==> src/rtl/lpmr_pkg.sv <==
package lpmr_pkg;

  localparam int MSG_BUF_SIZE_DEF = 1024;
  localparam int QUEUE_DEPTH      = 2;
  localparam int QUEUE_PTR_W      = $clog2(QUEUE_DEPTH);
  localparam int POS_W            = 10;
  localparam int LEN_W            = 16;
  localparam int OUT_TDATA_W      = 40;

  typedef enum logic {
    CMD_BYTE    = 1'b0,
    CMD_RELEASE = 1'b1
  } cmd_kind_t;

  typedef struct packed {
    cmd_kind_t  kind;
    logic [7:0] data_byte;
  } cmd_t;

  typedef struct packed {
    logic valid;
    cmd_t cmd;
  } queue_head_t;

  typedef enum logic [1:0] {
    PH_EMPTY = 2'd0,
    PH_LEN   = 2'd1,
    PH_BODY  = 2'd2,
    PH_HELD  = 2'd3
  } phase_t;

  typedef struct packed {
    logic [LEN_W-1:0] message_length;
    logic             large_message;
    logic             message_done;
    logic             segment_full;
    logic [7:0]       store_byte;
    logic [POS_W-1:0] store_position;
    logic             store_valid;
    logic             accepted;
  } result_t;

endpackage

==> src/rtl/lpmr_front.sv <==
module lpmr_front (
  input  logic                 clk,
  input  logic                 rst,
  input  logic                 s_tvalid,
  output logic                 s_tready,
  input  logic [7:0]           s_tdata,
  input  logic [0:0]           s_tuser,
  output lpmr_pkg::queue_head_t head,
  input  logic                 pop
);

  localparam int CNT_W = $clog2(lpmr_pkg::QUEUE_DEPTH + 1);

  lpmr_pkg::cmd_t                       mem [lpmr_pkg::QUEUE_DEPTH];
  logic [lpmr_pkg::QUEUE_PTR_W-1:0]     wr_ptr;
  logic [lpmr_pkg::QUEUE_PTR_W-1:0]     rd_ptr;
  logic [CNT_W-1:0]                     count;
  lpmr_pkg::cmd_t                       cmd_in;
  logic                                 push;
  logic                                 do_pop;

  always_comb begin
    cmd_in.kind      = s_tuser[0] ? lpmr_pkg::CMD_RELEASE : lpmr_pkg::CMD_BYTE;
    cmd_in.data_byte = s_tdata;
  end

  assign s_tready   = (count != CNT_W'(lpmr_pkg::QUEUE_DEPTH));
  assign push       = s_tvalid && s_tready;
  assign do_pop     = pop && (count != '0);
  assign head.valid = (count != '0);
  assign head.cmd   = mem[rd_ptr];

  always_ff @(posedge clk) begin
    if (push) begin
      mem[wr_ptr] <= cmd_in;
    end
  end

  always_ff @(posedge clk) begin
    if (rst) begin
      wr_ptr <= '0;
      rd_ptr <= '0;
      count  <= '0;
    end else begin
      if (push) begin
        wr_ptr <= (wr_ptr == lpmr_pkg::QUEUE_PTR_W'(lpmr_pkg::QUEUE_DEPTH - 1)) ?
                  '0 : wr_ptr + 1'b1;
      end
      if (do_pop) begin
        rd_ptr <= (rd_ptr == lpmr_pkg::QUEUE_PTR_W'(lpmr_pkg::QUEUE_DEPTH - 1)) ?
                  '0 : rd_ptr + 1'b1;
      end
      if (push && !do_pop) begin
        count <= count + 1'b1;
      end else if (do_pop && !push) begin
        count <= count - 1'b1;
      end
    end
  end

endmodule

==> src/rtl/lpmr_back.sv <==
module lpmr_back #(
  parameter int MSG_BUF_SIZE = lpmr_pkg::MSG_BUF_SIZE_DEF
) (
  input  logic                  clk,
  input  logic                  rst,
  input  lpmr_pkg::queue_head_t head,
  output logic                  pop,
  output logic                  out_valid,
  input  logic                  out_ready,
  output lpmr_pkg::result_t     out_result
);

  localparam int FILL_W = $clog2(MSG_BUF_SIZE + 1);
  localparam int SUM_W  = 18;

  lpmr_pkg::phase_t                 phase;
  lpmr_pkg::phase_t                 phase_next;
  logic [7:0]                       header_low_byte;
  logic [7:0]                       header_low_byte_next;
  logic [lpmr_pkg::LEN_W-1:0]       body_remaining;
  logic [lpmr_pkg::LEN_W-1:0]       body_remaining_next;
  logic [lpmr_pkg::LEN_W-1:0]       total_length;
  logic [lpmr_pkg::LEN_W-1:0]       total_length_next;
  logic [FILL_W-1:0]                fill_position;
  logic [FILL_W-1:0]                fill_position_next;
  logic                             large_flag;
  logic                             large_flag_next;
  lpmr_pkg::result_t                result_next;

  logic                             is_byte;
  logic                             is_release;
  logic [FILL_W-1:0]                fill_inc;
  logic [FILL_W+SUM_W-1:0]          fill_ext;
  logic [FILL_W+lpmr_pkg::POS_W-1:0] pos_ext;
  logic [SUM_W-1:0]                 fill_plus_rem;
  logic                             over_free;
  logic [lpmr_pkg::LEN_W-1:0]       rem_dec;
  logic [lpmr_pkg::LEN_W-1:0]       header_len;

  assign pop        = head.valid && (!out_valid || out_ready);
  assign is_byte    = pop && (head.cmd.kind == lpmr_pkg::CMD_BYTE);
  assign is_release = pop && (head.cmd.kind == lpmr_pkg::CMD_RELEASE);

  assign fill_inc      = fill_position + 1'b1;
  assign fill_ext      = {{SUM_W{1'b0}}, fill_position};
  assign pos_ext       = {{lpmr_pkg::POS_W{1'b0}}, fill_position};
  assign fill_plus_rem = fill_ext[SUM_W-1:0] + SUM_W'(body_remaining);
  assign over_free     = fill_plus_rem > SUM_W'(MSG_BUF_SIZE);
  assign rem_dec       = (body_remaining != '0) ? body_remaining - 1'b1 : body_remaining;
  assign header_len    = {head.cmd.data_byte, header_low_byte};

  // phase sequencing
  always_comb begin
    phase_next = phase;
    if (is_release) begin
      if (phase == lpmr_pkg::PH_HELD) begin
        phase_next = large_flag ? lpmr_pkg::PH_BODY : lpmr_pkg::PH_EMPTY;
      end
    end else if (is_byte) begin
      case (phase)
        lpmr_pkg::PH_EMPTY: begin
          phase_next = lpmr_pkg::PH_LEN;
        end
        lpmr_pkg::PH_LEN: begin
          phase_next = (header_len == '0) ? lpmr_pkg::PH_EMPTY : lpmr_pkg::PH_BODY;
        end
        lpmr_pkg::PH_BODY: begin
          if (rem_dec == '0 || fill_inc >= FILL_W'(MSG_BUF_SIZE)) begin
            phase_next = lpmr_pkg::PH_HELD;
          end
        end
        default: begin
          phase_next = phase;
        end
      endcase
    end
  end

  // counters and result
  always_comb begin
    header_low_byte_next = header_low_byte;
    body_remaining_next  = body_remaining;
    total_length_next    = total_length;
    fill_position_next   = fill_position;
    large_flag_next      = large_flag;
    result_next          = '0;
    result_next.accepted = 1'b1;

    if (is_release) begin
      if (phase == lpmr_pkg::PH_HELD) begin
        fill_position_next = '0;
      end
    end else if (is_byte) begin
      if (phase == lpmr_pkg::PH_HELD) begin
        result_next.accepted = 1'b0;
      end else begin
        result_next.store_valid    = 1'b1;
        result_next.store_position = pos_ext[lpmr_pkg::POS_W-1:0];
        result_next.store_byte     = head.cmd.data_byte;
        case (phase)
          lpmr_pkg::PH_EMPTY: begin
            header_low_byte_next = head.cmd.data_byte;
            fill_position_next   = FILL_W'(1);
          end
          lpmr_pkg::PH_LEN: begin
            total_length_next   = header_len;
            body_remaining_next = header_len;
            large_flag_next     = 1'b0;
            fill_position_next  = (header_len == '0) ? '0 : fill_inc;
          end
          default: begin
            fill_position_next  = fill_inc;
            body_remaining_next = rem_dec;
            if (rem_dec == '0) begin
              large_flag_next = 1'b0;
            end else if (fill_inc >= FILL_W'(MSG_BUF_SIZE)) begin
              large_flag_next = 1'b1;
            end else begin
              large_flag_next = over_free;
            end
          end
        endcase
      end
    end

    result_next.segment_full   = (phase_next == lpmr_pkg::PH_HELD) && large_flag_next;
    result_next.message_done   = (phase_next == lpmr_pkg::PH_HELD) && !large_flag_next;
    result_next.large_message  = large_flag_next;
    result_next.message_length = total_length_next;
  end

  always_ff @(posedge clk) begin
    if (rst) begin
      phase           <= lpmr_pkg::PH_EMPTY;
      header_low_byte <= '0;
      body_remaining  <= '0;
      total_length    <= '0;
      fill_position   <= '0;
      large_flag      <= 1'b0;
      out_valid       <= 1'b0;
    end else begin
      phase           <= phase_next;
      header_low_byte <= header_low_byte_next;
      body_remaining  <= body_remaining_next;
      total_length    <= total_length_next;
      fill_position   <= fill_position_next;
      large_flag      <= large_flag_next;
      if (pop) begin
        out_valid <= 1'b1;
      end else if (out_ready) begin
        out_valid <= 1'b0;
      end
    end
  end

  always_ff @(posedge clk) begin
    if (pop) begin
      out_result <= result_next;
    end
  end

endmodule

==> src/rtl/length_prefixed_message_reassembler.sv <==
// channel   dir  tdata fields (lsb first)                          tuser
// s_axis    in   data_byte[7:0]                                     req_type
// m_axis    out  accepted, store_valid, store_position[9:0],        -
//                store_byte[7:0], segment_full, message_done,
//                large_message, message_length[15:0], zero pad
// one request a cycle sustained while m_tready keeps up; a request first
// waits in the two-entry queue, then the state update loads the output
// register
// rst clears the phase, counters and queue; no clearing pass
// a stalled m_tready holds the result; the queue keeps taking requests until full
module length_prefixed_message_reassembler #(
  parameter int MSG_BUF_SIZE = lpmr_pkg::MSG_BUF_SIZE_DEF
) (
  input  logic                                clk,
  input  logic                                rst,
  input  logic                                s_tvalid,
  output logic                                s_tready,
  input  logic [7:0]                          s_tdata,  // data_byte
  input  logic [0:0]                          s_tuser,  // req_type
  output logic                                m_tvalid,
  input  logic                                m_tready,
  // accepted, store_valid, store_position, store_byte, segment_full,
  // message_done, large_message, message_length, pad
  output logic [lpmr_pkg::OUT_TDATA_W-1:0]    m_tdata
);

  lpmr_pkg::queue_head_t head;
  logic                  pop;
  lpmr_pkg::result_t     out_result;

  lpmr_front u_front (
    .clk      (clk),
    .rst      (rst),
    .s_tvalid (s_tvalid),
    .s_tready (s_tready),
    .s_tdata  (s_tdata),
    .s_tuser  (s_tuser),
    .head     (head),
    .pop      (pop)
  );

  lpmr_back #(
    .MSG_BUF_SIZE (MSG_BUF_SIZE)
  ) u_back (
    .clk        (clk),
    .rst        (rst),
    .head       (head),
    .pop        (pop),
    .out_valid  (m_tvalid),
    .out_ready  (m_tready),
    .out_result (out_result)
  );

  assign m_tdata = {{(lpmr_pkg::OUT_TDATA_W - $bits(lpmr_pkg::result_t)){1'b0}}, out_result};

endmodule

==> config.mk <==
export PLATFORM = sky130hd
export DESIGN_NAME = length_prefixed_message_reassembler
export DESIGN_NICKNAME = d
export VERILOG_FILES = /design/src/rtl/lpmr_pkg.sv /design/src/rtl/lpmr_front.sv /design/src/rtl/lpmr_back.sv /design/src/rtl/length_prefixed_message_reassembler.sv
export SDC_FILE = /design/constraint.sdc
export NUM_CORES = 1
export LEC_CHECK = 0
export BUFFER_PORTS_ARGS = -buffer_cell sky130_fd_sc_hd__buf_4
export CORE_MARGIN = 8
export CORE_UTILIZATION = 59
export DETAILED_ROUTE_END_ITERATION = 7
export PLACE_DENSITY_LB_ADDON = 0.1
export SYNTH_ARGS = -nofsm -noshare
export SYNTH_HDL_FRONTEND = slang
export SYNTH_SLANG_ARGS = --single-unit
==> constraint.sdc <==
create_clock -name clk -period 3.5 [get_ports clk]
set_input_delay 0.175 -clock clk [delete_from_list [all_inputs] [get_ports clk]]
set_output_delay 0.175 -clock clk [all_outputs]
set_load 0.01 [all_outputs]
Word-level counts from Yosys, hierarchy flattened. Memories as Yosys holds them, arrays and structs flattened. A register that Yosys moved wholly into a read port is not among the register bits. Index checks and enable logic that the tools add are counted.

Register bits after elaboration: 98. Memories: 1. Output and inout bits: 42. Word-level logic and storage cells: 106. Bits in writable memories: 18.

$add $sub $neg: 7. Reduce and logical (&&, ||, !) cells: 28. Magnitude comparators: 2. Bitwise logic cells: 5. Equality and inequality tests: 7. Mux-type cells: 38.

Memory list: u_front.mem (words 2, width 9, rd ports 1, clocked after Yosys merged registers in 1, write ports 1, line lpmr_front.sv:14) `lpmr_pkg::cmd_t mem [lpmr_pkg::QUEUE_DEPTH];`.

Operators by type and width (count): 16-bit two-way mux (5); 11-bit two-way mux (5); 16-bit logical NOT (2); 16-bit one-hot mux with 2 select lines (1); 11-bit one-hot mux with 2 select lines (1); 18-bit by 11-bit > comparator with 1-bit output, second input constant (1); 11-bit by 16-bit adder with 17-bit output (1); 1-bit two-way mux (16); 2-bit two-way mux (8); 16-bit nonzero test (1); 16-bit by 1-bit subtractor with 16-bit output, second input constant (1); 11-bit by 1-bit adder with 11-bit output, second input constant (1); 11-bit >= comparator, second input constant (1); 1-bit logical AND (9); 4-bit AND reduction (2); 2-bit nonzero test (4); 2-bit equality test, second input constant (3); 2-bit one-hot mux with 3 select lines (1); 1-bit NOT (5); 1-bit logical NOT (4); 2-bit inequality test, second input constant (2); 3-bit AND reduction (1); 3-bit OR reduction (1); 1-bit adder, second input constant (2); other kinds (8) (9).

Depth between registers and ports, before layout.
Word-level depth: 10. Gate-level depth with buffers: 10.

Cells and area by module. Synthesis repeated with hierarchy kept, for this count alone.

Cell total of the unflattened synthesis: 588. Area, all modules: 5864.4 um^2.

Modules (own cells, without submodules): lpmr_back (times used 1, cells an instance 534, area each 4983.5 um^2); lpmr_front (times used 1, cells an instance 52, area each 869.6 um^2); length_prefixed_message_reassembler (times used 1, cells an instance 2, area each 11.3 um^2).

Worst setup path before layout. No wires, ideal clock.

Path kind: reg-to-reg. Start point: register u_back.fill_position[0]. End point: register u_back.out_result[21] (netlist name). Data arrival time: 2.517 ns. Path slack: 0.728 ns. Required time: 3.245 ns. Library setup time: 0.255 ns. Cell stages (with the launch flop): 10. Cells stage by stage: dfxtp_1 > ha_1 > fa_1 > a21o_1 > a221oi_1 > nor3b_1 > or4_1 > a21oi_1 > a311o_2 > and3b_1.

RTL lines: start, declared (line lpmr_back.sv:24) `logic [FILL_W-1:0] fill_position;`; start signal, assigned (line lpmr_back.sv:146) `fill_position <= fill_position_next;`.

==> impl_metrics.py <==
metrics = {
    "floorplan": {
        "die_width_um": 115,
        "die_h_um": 115,
        "std_cell_rows": 36,
        "die_area_mm2": 0.0131,
        "ios": 55,
        "core_area_mm2": 0.00959,
        "start_util": 0.598,
    },
    "routing": {
        "first_iter_violations": 279,
        "drtPass1Iterations": 5,
        "drc": 0,
        "via_per_inst": 5.90,
        "postRouteAntennaNets": 0,
        "vias": 4699,
        "wirelength_um": 14100,
        "wire_per_inst_um": 17.7,
    },
    "synthesis": {
        "syn_inst": 580,
        "ys_ff_latch": 117,
        "synth_top_cell_area_share": 0.299,
        "synth_cell_type_count": 66,
        "yosys.area_share.simple": 0.211,
        "yosysMostFrequentCell": "nor2_1",
        "synth_nets": 608,
        "synthTopCellsByCount": "79 x nor2_1, 60 x dfxtp_1, 57 x edfxtp_1, 44 x a21oi_1, 33 x nand2_1",
        "synthFlopType": "dfxtp_1",
        "ys_top_cells_by_area": "edfxtp_1 30%, dfxtp_1 21%, nor2_1 5.2%",
        "syn_area_per_cell_um2": 9.88,
        "yosysWarnings": 0,
        "ys_seq_area_frac": 0.508,
        "synth_compound_area_frac": 0.150,
        "syn-cell-area_mm2": 0.00573,
        "synth_top_area_cell": "edfxtp_1",
        "muxShareOfSynthArea": 0.0406,
        "synth_xor_area_frac": 0.0260,
        "synth_top_family_by_area": "simple AND/OR/NAND/NOR gates",
        "synthAdderAreaFrac": 0.0340,
        "synth_edf_count": 57,
        "async_reset_ff_frac": 0,
    },
    "global_routing": {
        "grt_pass1_wl_um": 22800,
        "antenna_found_initial": 0,
        "grt_max_degree": 56,
        "grt.overflow.total": 0,
        "grt_usage": 0.222,
        "first_global_vias": 4444,
    },
    "critical_path": {
        "setup.worst_path.start_class": "register",
        "worst_path_max_delay_cell": "a311o_2",
        "crit_required_ns": 3.77,
        "max_stage_delay_ns": 0.46,
        "worst_ep_arrival_time_ns": 3.42,
        "critPathTopFamily": "compound AO/OA/AOI/OAI gates",
        "cp_max_fo": 7,
        "cp-end-kind": "register",
        "crit_chain": "ha_1 -> fa_1 -> a21o_1 -> a221oi_1 -> nor3b_1 -> or4_1 -> a21oi_1 -> a311o_2 -> and3b_1",
        "r2r_slack_ns": 0.35,
        "critical_path_buf_inv_count": 0,
        "criticalPathCategory": "reg2reg",
    },
    "power_and_ir_drop": {
        "seqPwrFrac": 0.384,
        "internal_power_mw": 3.44,
        "power_density_mw_per_mm2": 748,
        "total_power_mw": 5.22,
        "p_sw_frac": 0.341,
        "peakVddDrop_mv": 0.413,
        "leakage_nw": 2.78,
        "p_clk_frac": 0.306,
        "p_comb_frac": 0.311,
        "p_switching_mw": 1.78,
    },
    "placement": {
        "port_buffers": 53,
        "pre_cts_slack_ns": 0.381,
        "gp_congestion": 0.934,
        "hpwl_um": 9680,
    },
    "cts": {
        "cts.sinks": 117,
        "h-tree-depth": 4,
        "cts_tree": "yes",
        "cts-hold-fix-buffers": 10,
        "root_buffer": "clkbuf_8",
        "cts_buffers": 17,
        "clk_pin_slew_ns": 0.06,
        "clock_latency_ns": 0.52,
        "cts_resized": 0,
        "clock_path_buffers": 2,
        "post_cts_buffers": 0,
    },
    "sta": {
        "worst_slack_ns": 0.347,
        "maxSlewViolCount": 0,
        "finalCritPeriodShare": 0.901,
        "worstMarginPinSlew_ns": 0.760,
        "finClkSkew_ns": 0.00843,
        "setup_viol": 0,
        "relSlewSlack": 0.491,
        "finalHoldViolCount": 0,
        "setup_tns_ns": 0,
        "max_freq_ghz": 0.317,
        "period_minus_slack_ns": 3.15,
        "rsz0062_at_grt": "no",
    },
    "finish": {
        "layout-drive-gt1-share": 0.189,
        "final_nets": 678,
        "diodes": 0,
        "area_growth_syn_to_layout_pct": 21.6,
    },
    "status": {
        "status": "finished, final reports clean",
    },
    "worst_hold_path": {
        "hold_class": "in2reg",
    },
    "run": {
        "cap_viol_max_count": 0,
    },
}
metal layers:
layer,share of wire,track usage,vias to the layer above
li1,-,-,2281
met1,0.44,0.290,2206
met2,0.46,0.344,186
met3,0.077,0.0496,26
met4,0.024,0.100,0
met5,0,0,-
stage by stage:
stage	instance area, µm²	hold WS (ns)	utilization	instances
5_1_grt	6970	0.0969	0.727	796
4_1_cts	6970	0.0495	0.727	796
3_3_place_gp	6320	0.360	0.658	754
3_5_place_dp	6320	0.363	0.658	754
2_1_floorplan	5730	0.274	-	580
6_report	6970	0.0744	0.727	796
flip-flops by register name, summed over array words and instances, names as in the netlist, 2 cells and up, named ones only:
signal                  cells
u_front.count               2
u_back.out_result          39
u_back.body_remaining      16
u_back.phase                2
u_back.total_length        16
u_back.header_low_byte      8
u_front.mem                18
u_back.fill_position       11
power by group through the flow:
stage | clock network [mW] | registers, mW | logic [mW]
finish | 1.59 | 2.00 | 1.62
global route | 1.67 | 2.04 | 1.76
CTS | 1.61 | 2.00 | 1.61
detailed placement | 0 | 2.03 | 1.59
global placement | 0 | 2.01 | 1.57
floorplan | 0 | 2.06 | 0.885
path summary, 6_finish.rpt:
check,end,from,cells past startpoint
setup / recovery,u_back.out_result[21],u_back.fill_position[0],9
hold / removal,u_front.wr_ptr,s_tvalid,4
setup reg to reg,u_back.out_result[21],u_back.fill_position[0],9
hold reg to reg,u_back.out_valid,u_back.out_valid,2
final cells by class:
class,count,area (µm²)
Clock inverter,14,129
Clock buffer,18,428
Fill cell,691,2620
Tap cell,133,166
Timing Repair Buffer,81,633
Multi-Input combinational cell,421,2660
Inverter,12,45.0
Sequential cell,117,2910
cell usage in the layout, fill, tap and decap left out, drive strengths merged, types with 17 or more instances in the layout:
cell and count:
o21ai 22, a21oi 44, edfxtp 57, nor3 21
nand2 33, and3 17, nor2b 20, buf 71
dfxtp 60, clkbuf 18, nand3 18, nor2 79
worst reg2reg max path: cells and delay by family (launching register included):
| kind | cells | cell delay [ns] |
|---|---|---|
| AND/OR/NAND/NOR | 3 | 0.66 |
| AO/OA/AOI/OAI | 4 | 1.17 |
| flip-flops | 1 | 0.36 |
| adder cells (fa/ha/maj) | 2 | 0.71 |
cells by family after synthesis:
family / after synthesis
compound gates: 130
xor+xnor: 17
fa+ha+maj: 15
buf+inv: 42
flops: 117
mux: 22
other cells: 1
simple gates: 236
Power figures use the tool's default switching activity.
